**src/hw/rtl/kvt_ram.sv**
```systemverilog
module kvt_ram #(
  parameter int unsigned WIDTH = 8,
  parameter int unsigned DEPTH = 64
) (
  input  logic                     clk_i,
  input  logic                     we_i,
  input  logic [$clog2(DEPTH)-1:0] waddr_i,
  input  logic [WIDTH-1:0]         wdata_i,
  input  logic [$clog2(DEPTH)-1:0] raddr_i,
  output logic [WIDTH-1:0]         rdata_o
);

  logic [WIDTH-1:0] mem_q [DEPTH];
  logic [WIDTH-1:0] rdata_q;

  // One write port and one registered read port.
  always_ff @(posedge clk_i) begin
    if (we_i) begin
      mem_q[waddr_i] <= wdata_i;
    end
    rdata_q <= mem_q[raddr_i];
  end

  assign rdata_o = rdata_q;

endmodule

```
**config.mk**
```make
export PLATFORM = sky130hd
export DESIGN_NAME = kvt_ram
export DESIGN_NICKNAME = d
export VERILOG_FILES = /design/src/hw/rtl/kvt_ram.sv
export SDC_FILE = /design/constraint.sdc
export NUM_CORES = 1
export LEC_CHECK = 0
export ABC_AREA = 1
export BUFFER_PORTS_ARGS = -buffer_cell sky130_fd_sc_hd__buf_2
export CORE_ASPECT_RATIO = 1.4
export CORE_MARGIN = 2
export CORE_UTILIZATION = 55
export DETAILED_ROUTE_END_ITERATION = 10
export PLACE_DENSITY = 0.74
export SYNTH_ARGS = -nofsm -noshare
export SYNTH_HDL_FRONTEND = slang
export SYNTH_SLANG_ARGS = --single-unit
```
**constraint.sdc**
```tcl
create_clock -name clk_i -period 2.01 [get_ports clk_i]
set_input_delay 0.201 -clock clk_i [delete_from_list [all_inputs] [get_ports clk_i]]
set_output_delay 0.201 -clock clk_i [all_outputs]
set_load 0.005 [all_outputs]
```
# After elaboration in Yosys (flattened, before gate mapping)
# Memories as Yosys holds them, arrays and structs flattened. A register that Yosys moved wholly into a read port is not among the register bits.
# Cells that the tools add are included.
[op_classes] muxes=2
[ops] operator="$mux 1" n=2
[totals] register_bits=0 ram_bits=512 out_inout_bits=8 elab_cells=3 n_memories=1
[mem_list] name="mem_q" depth=64 word_bits=8 read_ports=1 rd_ports_with_merged_regs=1 write_ports=1 line_no="13" text="logic [WIDTH-1:0] mem_q [DEPTH];"

# Logic depth before layout (Yosys ltp)
[depth] depth_word=2 ltp_mapped=12 mapped_depth_nobuf=9

# Least setup slack after synthesis
# No wires, ideal clock.
[synth_path] kind="input-to-reg" startpoint="input we_i" endpoint="memory mem_q[48][0] (enable)" setup_ns=0.395 arrival_ns=1.572 slack_ns=0.043 cell_stages=3 path_buffers=1 path_cell_list="clkbuf_1 > nand4_1 > nor4_1"
[synth_between] elab_chain_cells=2
[synth_rtl] item="start: declaration" line_no="6" text="input logic we_i,"
[synth_rtl] item="$mux 1" line_no="18" text="if (we_i) begin"
[synth_rtl] item="$mux 1 (not written as such)" line_no="19" text="mem_q[waddr_i] <= wdata_i;"
[synth_rtl] item="end: declaration" line_no="13"
# No other way between the ends.

==> run_results.csv <==
group,metric,value,unit
place,dpl_worst_slack,162,ps
place,gp_congestion,0.872,
critical_path,cpPeakStageDelay,370,ps
clock_tree,cts_tree,"done",
routing,drtAntennaViolNets,0,
hold_path,hold_start,"wdata_i[5]",
routing,vias,14288,
flow_run,maxCapViolCount,0,
die,dieHeight,237,µm
routing,wl_per_cell,21.1,µm
synthesis,synth-compound-area-share,0,%
synthesis,synthMuxAreaShare,0,%
clock_tree,cts_max_path_buffers,3,
synthesis,ys.warnings.count,0,
global_routing,antenna_found_initial,3,
critical_path,ff2ff_setup_slack,570,ps
synthesis,synthAdderAreaFrac,0,%
synthesis,yosys.area_share.simple,23.2,%
sta,hold_viol,0,
clock_tree,htree_levels,2,
synthesis,yosysSeqAreaShare,72.8,%
clock_tree,cts-root-buf,"clkbuf_16",
synthesis,synth.distinct_cells,16,
sta,fin_crit,1440,ps
synthesis,ys_seq_elements,520,
die,die_w,170,µm
critical_path,worst_ep_required_time,2460,ps
critical_path,critical_path_class,"register to register",
synthesis,synthXorXnorAreaFrac,0,%
die,io_pins,30,
clock_tree,post_cts.repair.setup_buffers,0,
sta,report.final.slew_viol_count,0,
power_and_ir_drop,p_leak,8.81,nW
die,fp-row-count,85,
clock_tree,cts_sinks,520,
critical_path,worst_r2r_path_depth,8,
sta,setup_ws,572,ps
global_routing,grtUsageTotal,26.1,%
synthesis,syn_avg_cell_area,11.8,µm²
critical_path,arrival,1890,ps
synthesis,synth_nets,1827,
global_routing,grt_pass1_vias,14229,
critical_path,crit_fanout,1,
sta,rsz0062_at_grt,"false",
global_routing,grt_max_degree,113,
clock_tree,cts_resized,0,
routing,wirelength,51800,µm
place,dp.cells,2361,
global_routing,grt.overflow.total,0,
critical_path,critical_path.endpoint_type,"register",
final_layout,drive_gt1_share,11.3,%
power_and_ir_drop,power_density,937,mW/mm²
critical_path,crit_buf_inv,0,
synthesis,synth_top_family_by_area,"simple AND/OR/NAND/NOR gates",
sta,setup_viol_count_final,0,
power_and_ir_drop,vdd_drop_max,0.000725,V
place,dp_hpwl,31100,µm
critical_path,critPathTopFamily,"simple AND/OR/NAND/NOR gates",
sta,fin_tns_setup,0,ps
synthesis,synthCells,1805,
hold_path,hold_class,"input port to register",
critical_path,cp_cell_sequence,"nand2_1 -> nand3_1 -> nand3_1 -> nand2_1 -> nand2_1 -> nand3_1 -> nand3_1 -> nand2_1",
global_routing,grt_pass1_wl,79400,µm
critical_path,crit_slowest_cell,"edfxtp_1",
sta,period_share,71.5,%
synthesis,ys_top_cells_by_area,"edfxtp_1 72%, nand2_1 11%, nand3_1 10%",
critical_path,r2r-end,"rdata_o[1]$_DFF_P_",
routing,drt_iter0_markers,1670,
place,numPortBuffers,29,
routing,viasPerCell,5.83,
status,status,"finished clean",
final_layout,stdcell_area,0.0240,mm²
die,dieArea,0.0404,mm²
final_layout,areaGrowthSynthToFinish,12.4,%
synthesis,synth_top_area_share,72.0,%
die,start_util,55.6,%
sta,fmax,0.696,GHz
critical_path,start_kind,"register",
synthesis,syn_area,0.0213,mm²
sta,worst_pin_slew,1040,ps
routing,first_pass_iters,6,
clock_tree,cts_buffers,47,
sta,skew,25.1,ps
hold_path,hold_end,"mem_q[12][5]$_DFFE_PP_",
critical_path,r2r-start,"mem_q[33][1]$_DFFE_PP_",
hold_path,hold_path_depth,1,
critical_path,path_depth,8,
clock_tree,path_clk_slew,70,ps
clock_tree,clk-insertion-delay-late,570,ps
power_and_ir_drop,power,0.0225,W
sta,maxSlewHeadroom,30.9,%
place,place_area,0.0224,mm²
synthesis,synth.largest_area_cell,"edfxtp_1",
routing,drc,0,
final_layout,instances_no_fill,2450,
final_layout,nets,1911,
die,core-area,0.0384,mm²
==> layout make-up <==
type | instances | area [µm²]
Multi-Input combinational cell | 1160 | 4950
Inverter | 12 | 52.6
Fill cell | 2849 | 14400
Sequential cell | 520 | 15500
Antenna cell | 2 | 5.00
Tap cell | 522 | 653
Clock buffer | 60 | 1290
Clock inverter | 26 | 262
Timing Repair Buffer | 148 | 1250
==> through the flow <==
| step | hold slack (ps) | utilization [%] |
|---|---|---|
| after floorplan | 300 | - |
| after global placement | 585 | 58.4 |
| after detailed placement | 578 | 58.4 |
| after CTS | 115 | 62.5 |
| after global routing | 139 | 62.5 |
| final | 141 | 62.5 |
==> registers in the layout, indices dropped and copies added, names as in the netlist <==
| signal | count |
|---|---|
| rdata_o | 8 |
| mem_q | 512 |
==> where the power goes <==
part	total (W)	internal [W]	switching, W	leakage, nW
combinational	0.00145	0.000400	0.00105	3.37
sequential	0.0120	0.0120	0.0000361	4.67
clock	0.00900	0.00517	0.00382	0.760
total	0.0225	0.0176	0.00490	8.81
==> layout by cell type (no fill, tap or decap) <==
cell	instances
clkbuf_16	49
nand4_1	9
bufinv_16	5
buf_6	1
nand2_1	648
clkinv_4	1
nand3_1	439
buf_2	27
clkinvlp_4	1
nor2_1	56
nor4_1	8
dfxtp_1	8
clkinv_2	9
edfxtp_1	512
buf_12	16
clkinv_8	1
inv_6	1
dlygate4sd3_1	1
diode_2	2
clkinv_1	9
clkbuf_8	2
inv_4	1
clkbuf_1	9
inv_2	1
buf_4	103
inv_1	9
==> cell families (layout without fill, tap and decap cells) <==
family	count (synthesis)	count (layout)
DFF	520	520
and+or+nand+nor	1160	1160
buffers and inverters	125	246
other	0	2
==> metal layers <==
metal / wire [µm] / track usage [%] / vias to the layer above
met1: 18800 / 32.6 / 6925
met3: 4480 / 4.51 / 173
li1: - / - / 6503
met2: 26000 / 44.3 / 681
met4: 2550 / 12.6 / 6
met5: 40 / 0 / -
==> how the worst max path moves through the flow <==
| stage | end | startpoint | slack, ps |
|---|---|---|---|
| final | rdata_o[1]$_DFF_P_ | mem_q[33][1]$_DFFE_PP_ | 570 |
| after global routing | rdata_o[6]$_DFF_P_ | mem_q[27][6]$_DFFE_PP_ | 490 |
| after CTS | rdata_o[2]$_DFF_P_ | mem_q[25][2]$_DFFE_PP_ | 620 |
| after detailed placement | rdata_o[1]$_DFF_P_ | raddr_i[0] | 160 |
| after global placement | rdata_o[1]$_DFF_P_ | raddr_i[0] | 230 |
| after floorplan | mem_q[48][0]$_DFFE_PP_ | we_i | 40 |
==> synthesized netlist by cell type <==
cell / instances
buf_2: 37
nor4_1: 8
nand4_1: 9
nand2_1: 648
nor2_1: 56
inv_6: 1
inv_2: 1
dfxtp_1: 8
buf_4: 14
clkbuf_1: 15
buf_6: 35
nand3_1: 439
buf_8: 2
buf_1: 10
inv_1: 10
edfxtp_1: 512
==> timing repair <==
action	in CTS	in global routing
endpoints found under the setup margin	0	0
hold buffers	1	0
endpoints found under the hold margin	2	0
Power figures use the tool's default switching activity.
