==> config.mk <==
export PLATFORM = sky130hd
export DESIGN_NAME = kvt_scan
export DESIGN_NICKNAME = d
export VERILOG_FILES = /design/src/hw/rtl/kvt_pkg.sv /design/src/hw/rtl/kvt_scan.sv
export SDC_FILE = /design/constraint.sdc
export NUM_CORES = 1
export LEC_CHECK = 0
export BUFFER_PORTS_ARGS = -buffer_cell sky130_fd_sc_hd__buf_4
export CORE_UTILIZATION = 35
export CTS_CLUSTER_DIAMETER = 100
export DETAILED_ROUTE_END_ITERATION = 16
export PLACE_DENSITY_LB_ADDON = 0.08
export SLEW_MARGIN = 20
export SYNTH_ARGS = -nofsm -noshare
export SYNTH_HDL_FRONTEND = slang
export SYNTH_SLANG_ARGS = --single-unit
==> constraint.sdc <==
create_clock -name clk_i -period 2 [get_ports clk_i]
set_input_delay 0.1 -clock clk_i [delete_from_list [all_inputs] [get_ports clk_i]]
set_output_delay 0.1 -clock clk_i [all_outputs]
set_load 0.02 [all_outputs]
==> src/hw/rtl/kvt_pkg.sv <==
package kvt_pkg;

  // Fixed field widths of the request and result.
  localparam int unsigned KEY_W    = 24;
  localparam int unsigned VALUE_W  = 64;
  localparam int unsigned OP_W     = 2;
  localparam int unsigned STATUS_W = 2;

  // Request op codes.
  localparam logic [OP_W-1:0] OP_ADD  = 2'd0;
  localparam logic [OP_W-1:0] OP_DEL  = 2'd1;
  localparam logic [OP_W-1:0] OP_FIND = 2'd2;

  // Result status codes.
  localparam logic [STATUS_W-1:0] ST_DONE  = 2'd0;
  localparam logic [STATUS_W-1:0] ST_FOUND = 2'd1;
  localparam logic [STATUS_W-1:0] ST_MISS  = 2'd2;
  localparam logic [STATUS_W-1:0] ST_FULL  = 2'd3;

  // Summary flags that the scan unit reports to the controller.
  typedef struct packed {
    logic hit;
    logic free;
  } scan_flags_t;

endpackage

==> src/hw/rtl/kvt_scan.sv <==
module kvt_scan #(
  parameter int unsigned AW = 6,
  parameter int unsigned SK = 24
) (
  input  logic                 clk_i,
  input  logic                 rst_ni,
  input  logic                 clear_i,
  input  logic                 en_i,
  input  logic [AW-1:0]        idx_i,
  input  logic                 entry_valid_i,
  input  logic [SK-1:0]        entry_key_i,
  input  logic [SK-1:0]        key_i,
  output kvt_pkg::scan_flags_t flags_o,
  output logic [AW-1:0]        hit_idx_o,
  output logic [AW-1:0]        free_idx_o
);
  import kvt_pkg::*;

  scan_flags_t   flags_q, flags_d;
  logic [AW-1:0] hit_idx_q, hit_idx_d;
  logic [AW-1:0] free_idx_q, free_idx_d;
  logic          match;

  // One compare per cycle: the entry that the RAM returned against the request key.
  assign match = entry_valid_i && (entry_key_i == key_i);

  // Keep the first matching slot and the lowest free slot seen so far.
  always_comb begin
    flags_d    = flags_q;
    hit_idx_d  = hit_idx_q;
    free_idx_d = free_idx_q;
    if (clear_i) begin
      flags_d = '0;
    end else if (en_i) begin
      if (match && !flags_q.hit) begin
        flags_d.hit = 1'b1;
        hit_idx_d   = idx_i;
      end
      if (!entry_valid_i && !flags_q.free) begin
        flags_d.free = 1'b1;
        free_idx_d   = idx_i;
      end
    end
  end

  always_ff @(posedge clk_i or negedge rst_ni) begin
    if (!rst_ni) begin
      flags_q <= '0;
    end else begin
      flags_q <= flags_d;
    end
  end

  always_ff @(posedge clk_i) begin
    hit_idx_q  <= hit_idx_d;
    free_idx_q <= free_idx_d;
  end

  assign flags_o    = flags_q;
  assign hit_idx_o  = hit_idx_q;
  assign free_idx_o = free_idx_q;

endmodule

* Word level (Yosys, flattened, before mapping) *
Index checks and enable logic that the tools add are counted.

cells by class
  add/subtract/negate cells = 0
  $mul = 0
  divide/modulo/power cells = 0
  $lt $le $gt $ge = 0
  eq/ne operators = 1
  shift operators = 0
  multiplexer cells = 4
  bitwise logic cells = 1
  reductions and logical operators = 13

operators by type and width
  cell                  count
  24-bit equality test  1
  3-bit AND reduction   2
  2-bit nonzero test    3
  2-bit two-way mux     2
  2-bit AND reduction   2
  1-bit logical AND     3
  1-bit logical NOT     3
  1-bit two-way mux     2
  1-bit inverter        1

word-level totals
  flip-flop bits (word level) = 14
  latch bits = 0
  memory bits (writable) = 0
  bits in read-only memories = 0
  input port bits = 59
  output and inout bits = 14
  logic and storage cells = 23
  memories kept = 0

* Logic depth before layout (Yosys ltp) *
  depth in word-level cells = 6
  depth in mapped cells = 4
  gate-level depth less buffers = 4

* Least setup slack after synthesis *
OpenSTA, ideal clock, no wires.

  path type = reg-to-reg
  start point = reg flags_q (netlist bit flags_o[1])
  end point = reg hit_idx_q[0] (netlist: hit_idx_o[0]) (enable)
  library setup time = 377 ps
  arrival = 1362 ps
  data required time = 1623 ps
  path slack = 262 ps
  stages on the path, launching flop included = 4
  path buffers = 0
  period minus slack after synthesis = 1738 ps
  path through = dfrtp_1 > nor4bb_1 > nand4_1 > nor3_1

on the way
  cells in the longest elaborated chain, start to end = 3

ends and longest elaborated chain
  what                           line            RTL
  from (decl)                    kvt_scan.sv:19  scan_flags_t flags_q, flags_d;
  from (signal assigned)         kvt_scan.sv:50  flags_q <= flags_d;
  1-bit logical NOT              kvt_scan.sv:35  if (match && !flags_q.hit) begin
  1-bit logical AND              kvt_scan.sv:35
  3-bit AND reduction (no line)  -
  to (signal assigned)           kvt_scan.sv:55  hit_idx_q <= hit_idx_d;
  to (decl)                      kvt_scan.sv:20  logic [AW-1:0] hit_idx_q, hit_idx_d;

Every way passes these cells.
A chain may end at the register's enable or synchronous reset.

* Worst setup path in the final report *
  start point = reg flags_q (netlist bit flags_o[1])
  end point = reg hit_idx_q[4] (netlist: hit_idx_o[4]) (enable)

The elaborated chain is that of the path after synthesis.

==> impl_metrics.env <==
export IMPL_status="finished clean"
export IMPL_drive_gt1_frac=0.606
export IMPL_synthesis_area_um2=741
export IMPL_synthCells=54
export IMPL_clockBufferDepth=2
export IMPL_crit_type="reg -> reg"
export IMPL_antenna_found_initial=0
export IMPL_clk_pin_slew_worst_paths_ns=0.08
export IMPL_avgSynthCellArea_um2=13.7
export IMPL_period_share=0.746
export IMPL_clock_sinks=14
export IMPL_cp_max_fo=6
export IMPL_critical_path_arrival_ns=1.48
export IMPL_synth_edff_count=12
export IMPL_min_path_type="in -> reg"
export IMPL_finalHoldViolations=0
export IMPL_ff_latch_area_um2=410
export IMPL_tns_ns=0
export IMPL_vias=723
export IMPL_cts_buffers=3
export IMPL_cts_tree="yes"
export IMPL_grt_pass1_vias=634
export IMPL_dp_hpwl_um=1440
export IMPL_ios=73
export IMPL_ys_flop_type="edfxtp_1"
export IMPL_final_max_slew_viol_count=0
export IMPL_h_tree_depth=1
export IMPL_grt_pass1_wl_um=2250
export IMPL_synth_top_area_cell="edfxtp_1"
export IMPL_cp_num_buf_inv=1
export IMPL_crit_chain="nor4bb_1 -> nand4_1 -> nor3_1 -> buf_4"
export IMPL_synth_most_common_cell="xor2_1"
export IMPL_cpLargestDelayFamily="simple AND/OR/NAND/NOR gates"
export IMPL_initial_core_util=0.374
export IMPL_setup_viol=0
export IMPL_netlist_cell_type_count=14
export IMPL_critPathRequiredTime_ns=1.99
export IMPL_grt_start_max_net_pins=9
export IMPL_holdWs_ns=0.0154
export IMPL_start_kind="flip-flop"
export IMPL_reg2reg_slack_ns=0.51
export IMPL_drc_errors=0
export IMPL_postSynth_asyncResetShare=0.143
export IMPL_cp_end_kind="flip-flop"
export IMPL_worst_path_largest_cell_delay_ns=0.40
export IMPL_gp_congestion=0.650
export IMPL_synth_nets=113
export IMPL_finClkSkew_ns=0.00310
export IMPL_nets=197
export IMPL_wl_per_cell_um=9.88
export IMPL_synthTopCellsByArea="edfxtp_1 49%, xor2_1 27%, dfrtp_1 6.8%"
export IMPL_via_per_inst=4.41
export IMPL_timing_max_cap_violations=0
export IMPL_rows=16
export IMPL_clock_fmax_ghz=0.670
export IMPL_synth_top_area_share=0.486
export IMPL_routed_wirelength_um=1620
export IMPL_die_w_um=48.0
export IMPL_critPathSlowestCell="dfrtp_1"
export IMPL_post_cts_buffers=0
export IMPL_vdd_drop_max_mv=0.303
export IMPL_num_fill_cells=152
export IMPL_p_leak_nw=0.666
export IMPL_fin_crit_ns=1.49
export IMPL_coreArea_um2=1980
export IMPL_ys_ff_latch=14
export IMPL_yosysWarnings=0
export IMPL_max_slew_margin=0.837
export IMPL_area_growth_synth_to_final_pct=92.1
export IMPL_multi_input_area_um2=333
export IMPL_root_buffer="clkbuf_4"
export IMPL_clkLatencyLatePin_ns=0.27
export IMPL_port_buffers=72
export IMPL_final_area_um2=1420
export IMPL_dr_pass1_iters=2
export IMPL_grt_ovfl_total=0
export IMPL_n_antenna_cell=0
export IMPL_postPlaceCellArea_um2=1340
export IMPL_fp_dieH_um=48.0
export IMPL_drt_iter0_drc=3
export IMPL_track_usage=0.140
export IMPL_power_density_nw_per_um2=482
export IMPL_ys_top_cells_by_count="23 x xor2_1, 12 x edfxtp_1, 3 x nand2_1, 3 x nor4_2"
export IMPL_ant_nets=0
export IMPL_dieArea_um2=2300
export IMPL_rsz0062_at_grt="false"
export IMPL_tightest_slew_ns=0.241
export IMPL_ys_seq_area_frac=0.554
==> worst reg2reg max path, stage by stage (launching register included) <==
cell	delay, ns
dfrtp_1	0.40
nor4bb_1	0.29
nand4_1	0.19
nor3_1	0.17
buf_4	0.18
==> metal layers <==
layer,part of all wire,GRT usage,up-vias
met5,0,0,-
met4,0,0.0500,0
met3,0.10,0.0302,0
met2,0.57,0.286,47
met1,0.33,0.133,314
li1,-,-,362
==> state kept, by name (all words and copies together), names as in the netlist <==
signal,cells
flags_o,2
hit_idx_o,6
free_idx_o,6
==> through the flow <==
stage          setup slack, ns  cells  total power (W)  utilization
2_1_floorplan            0.262     54         0.000383            -
3_3_place_gp             0.523    155         0.000492        0.674
3_5_place_dp             0.514    155         0.000496        0.674
4_1_cts                  0.504    160         0.000687        0.698
5_1_grt                  0.411    164         0.000719        0.718
6_report                 0.508    164         0.000686        0.718
==> cell families after synthesis <==
kind of cell	count (synthesis)	synth area share
compound gates	2	0.0270
xor+xnor	24	0.284
buf+inv	1	0.00506
flops	14	0.554
simple gates	13	0.130
==> worst paths after layout <==
path	from	cells after the start	endpoint
max	flags_o[1]	4	hit_idx_o[4]
min	idx_i[4]	1	free_idx_o[4]
max reg2reg	flags_o[1]	4	hit_idx_o[4]
min reg2reg	flags_o[1]	2	flags_o[1]
max in group asynchronous	rst_ni	2	flags_o[0]
min in group asynchronous	rst_ni	2	flags_o[1]
==> cell type report <==
cell class,instances,share of cell area
repair buffers,79,0.426
flip-flops and latches,14,0.288
multi-input cells,39,0.234
clock buffers,4,0.0255
well taps,27,0.0237
inverters,1,0.00264
==> power breakdown <==
| part | leakage (nW) | switching (W) | total (W) | internal (W) |
|---|---|---|---|---|
| sequential | 0.136 | 0.00000257 | 0.000325 | 0.000323 |
| clock | 0.0210 | 0.0000806 | 0.000191 | 0.000110 |
| combinational | 0.509 | 0.0000581 | 0.000169 | 0.000111 |
==> cell usage in the layout (no fill, tap or decap) <==
cell / count
clkbuf_4: 3
buf_4: 74
nor3_1: 2
o31ai_2: 1
nor4bb_1: 1
xnor2_1: 1
xor2_1: 23
edfxtp_1: 12
nor4b_2: 1
dfrtp_1: 2
dlygate4sd3_1: 5
a21o_1: 1
nand2_1: 3
nor4_1: 2
clkbuf_8: 1
nor4_2: 3
nand4_1: 1
inv_1: 1
==> repair_timing <==
item,in CTS,in global routing
hold buffers,1,4
gates resized for setup,0,0
hold endpoints to repair,2,8
Power figures use the tool's default switching activity.
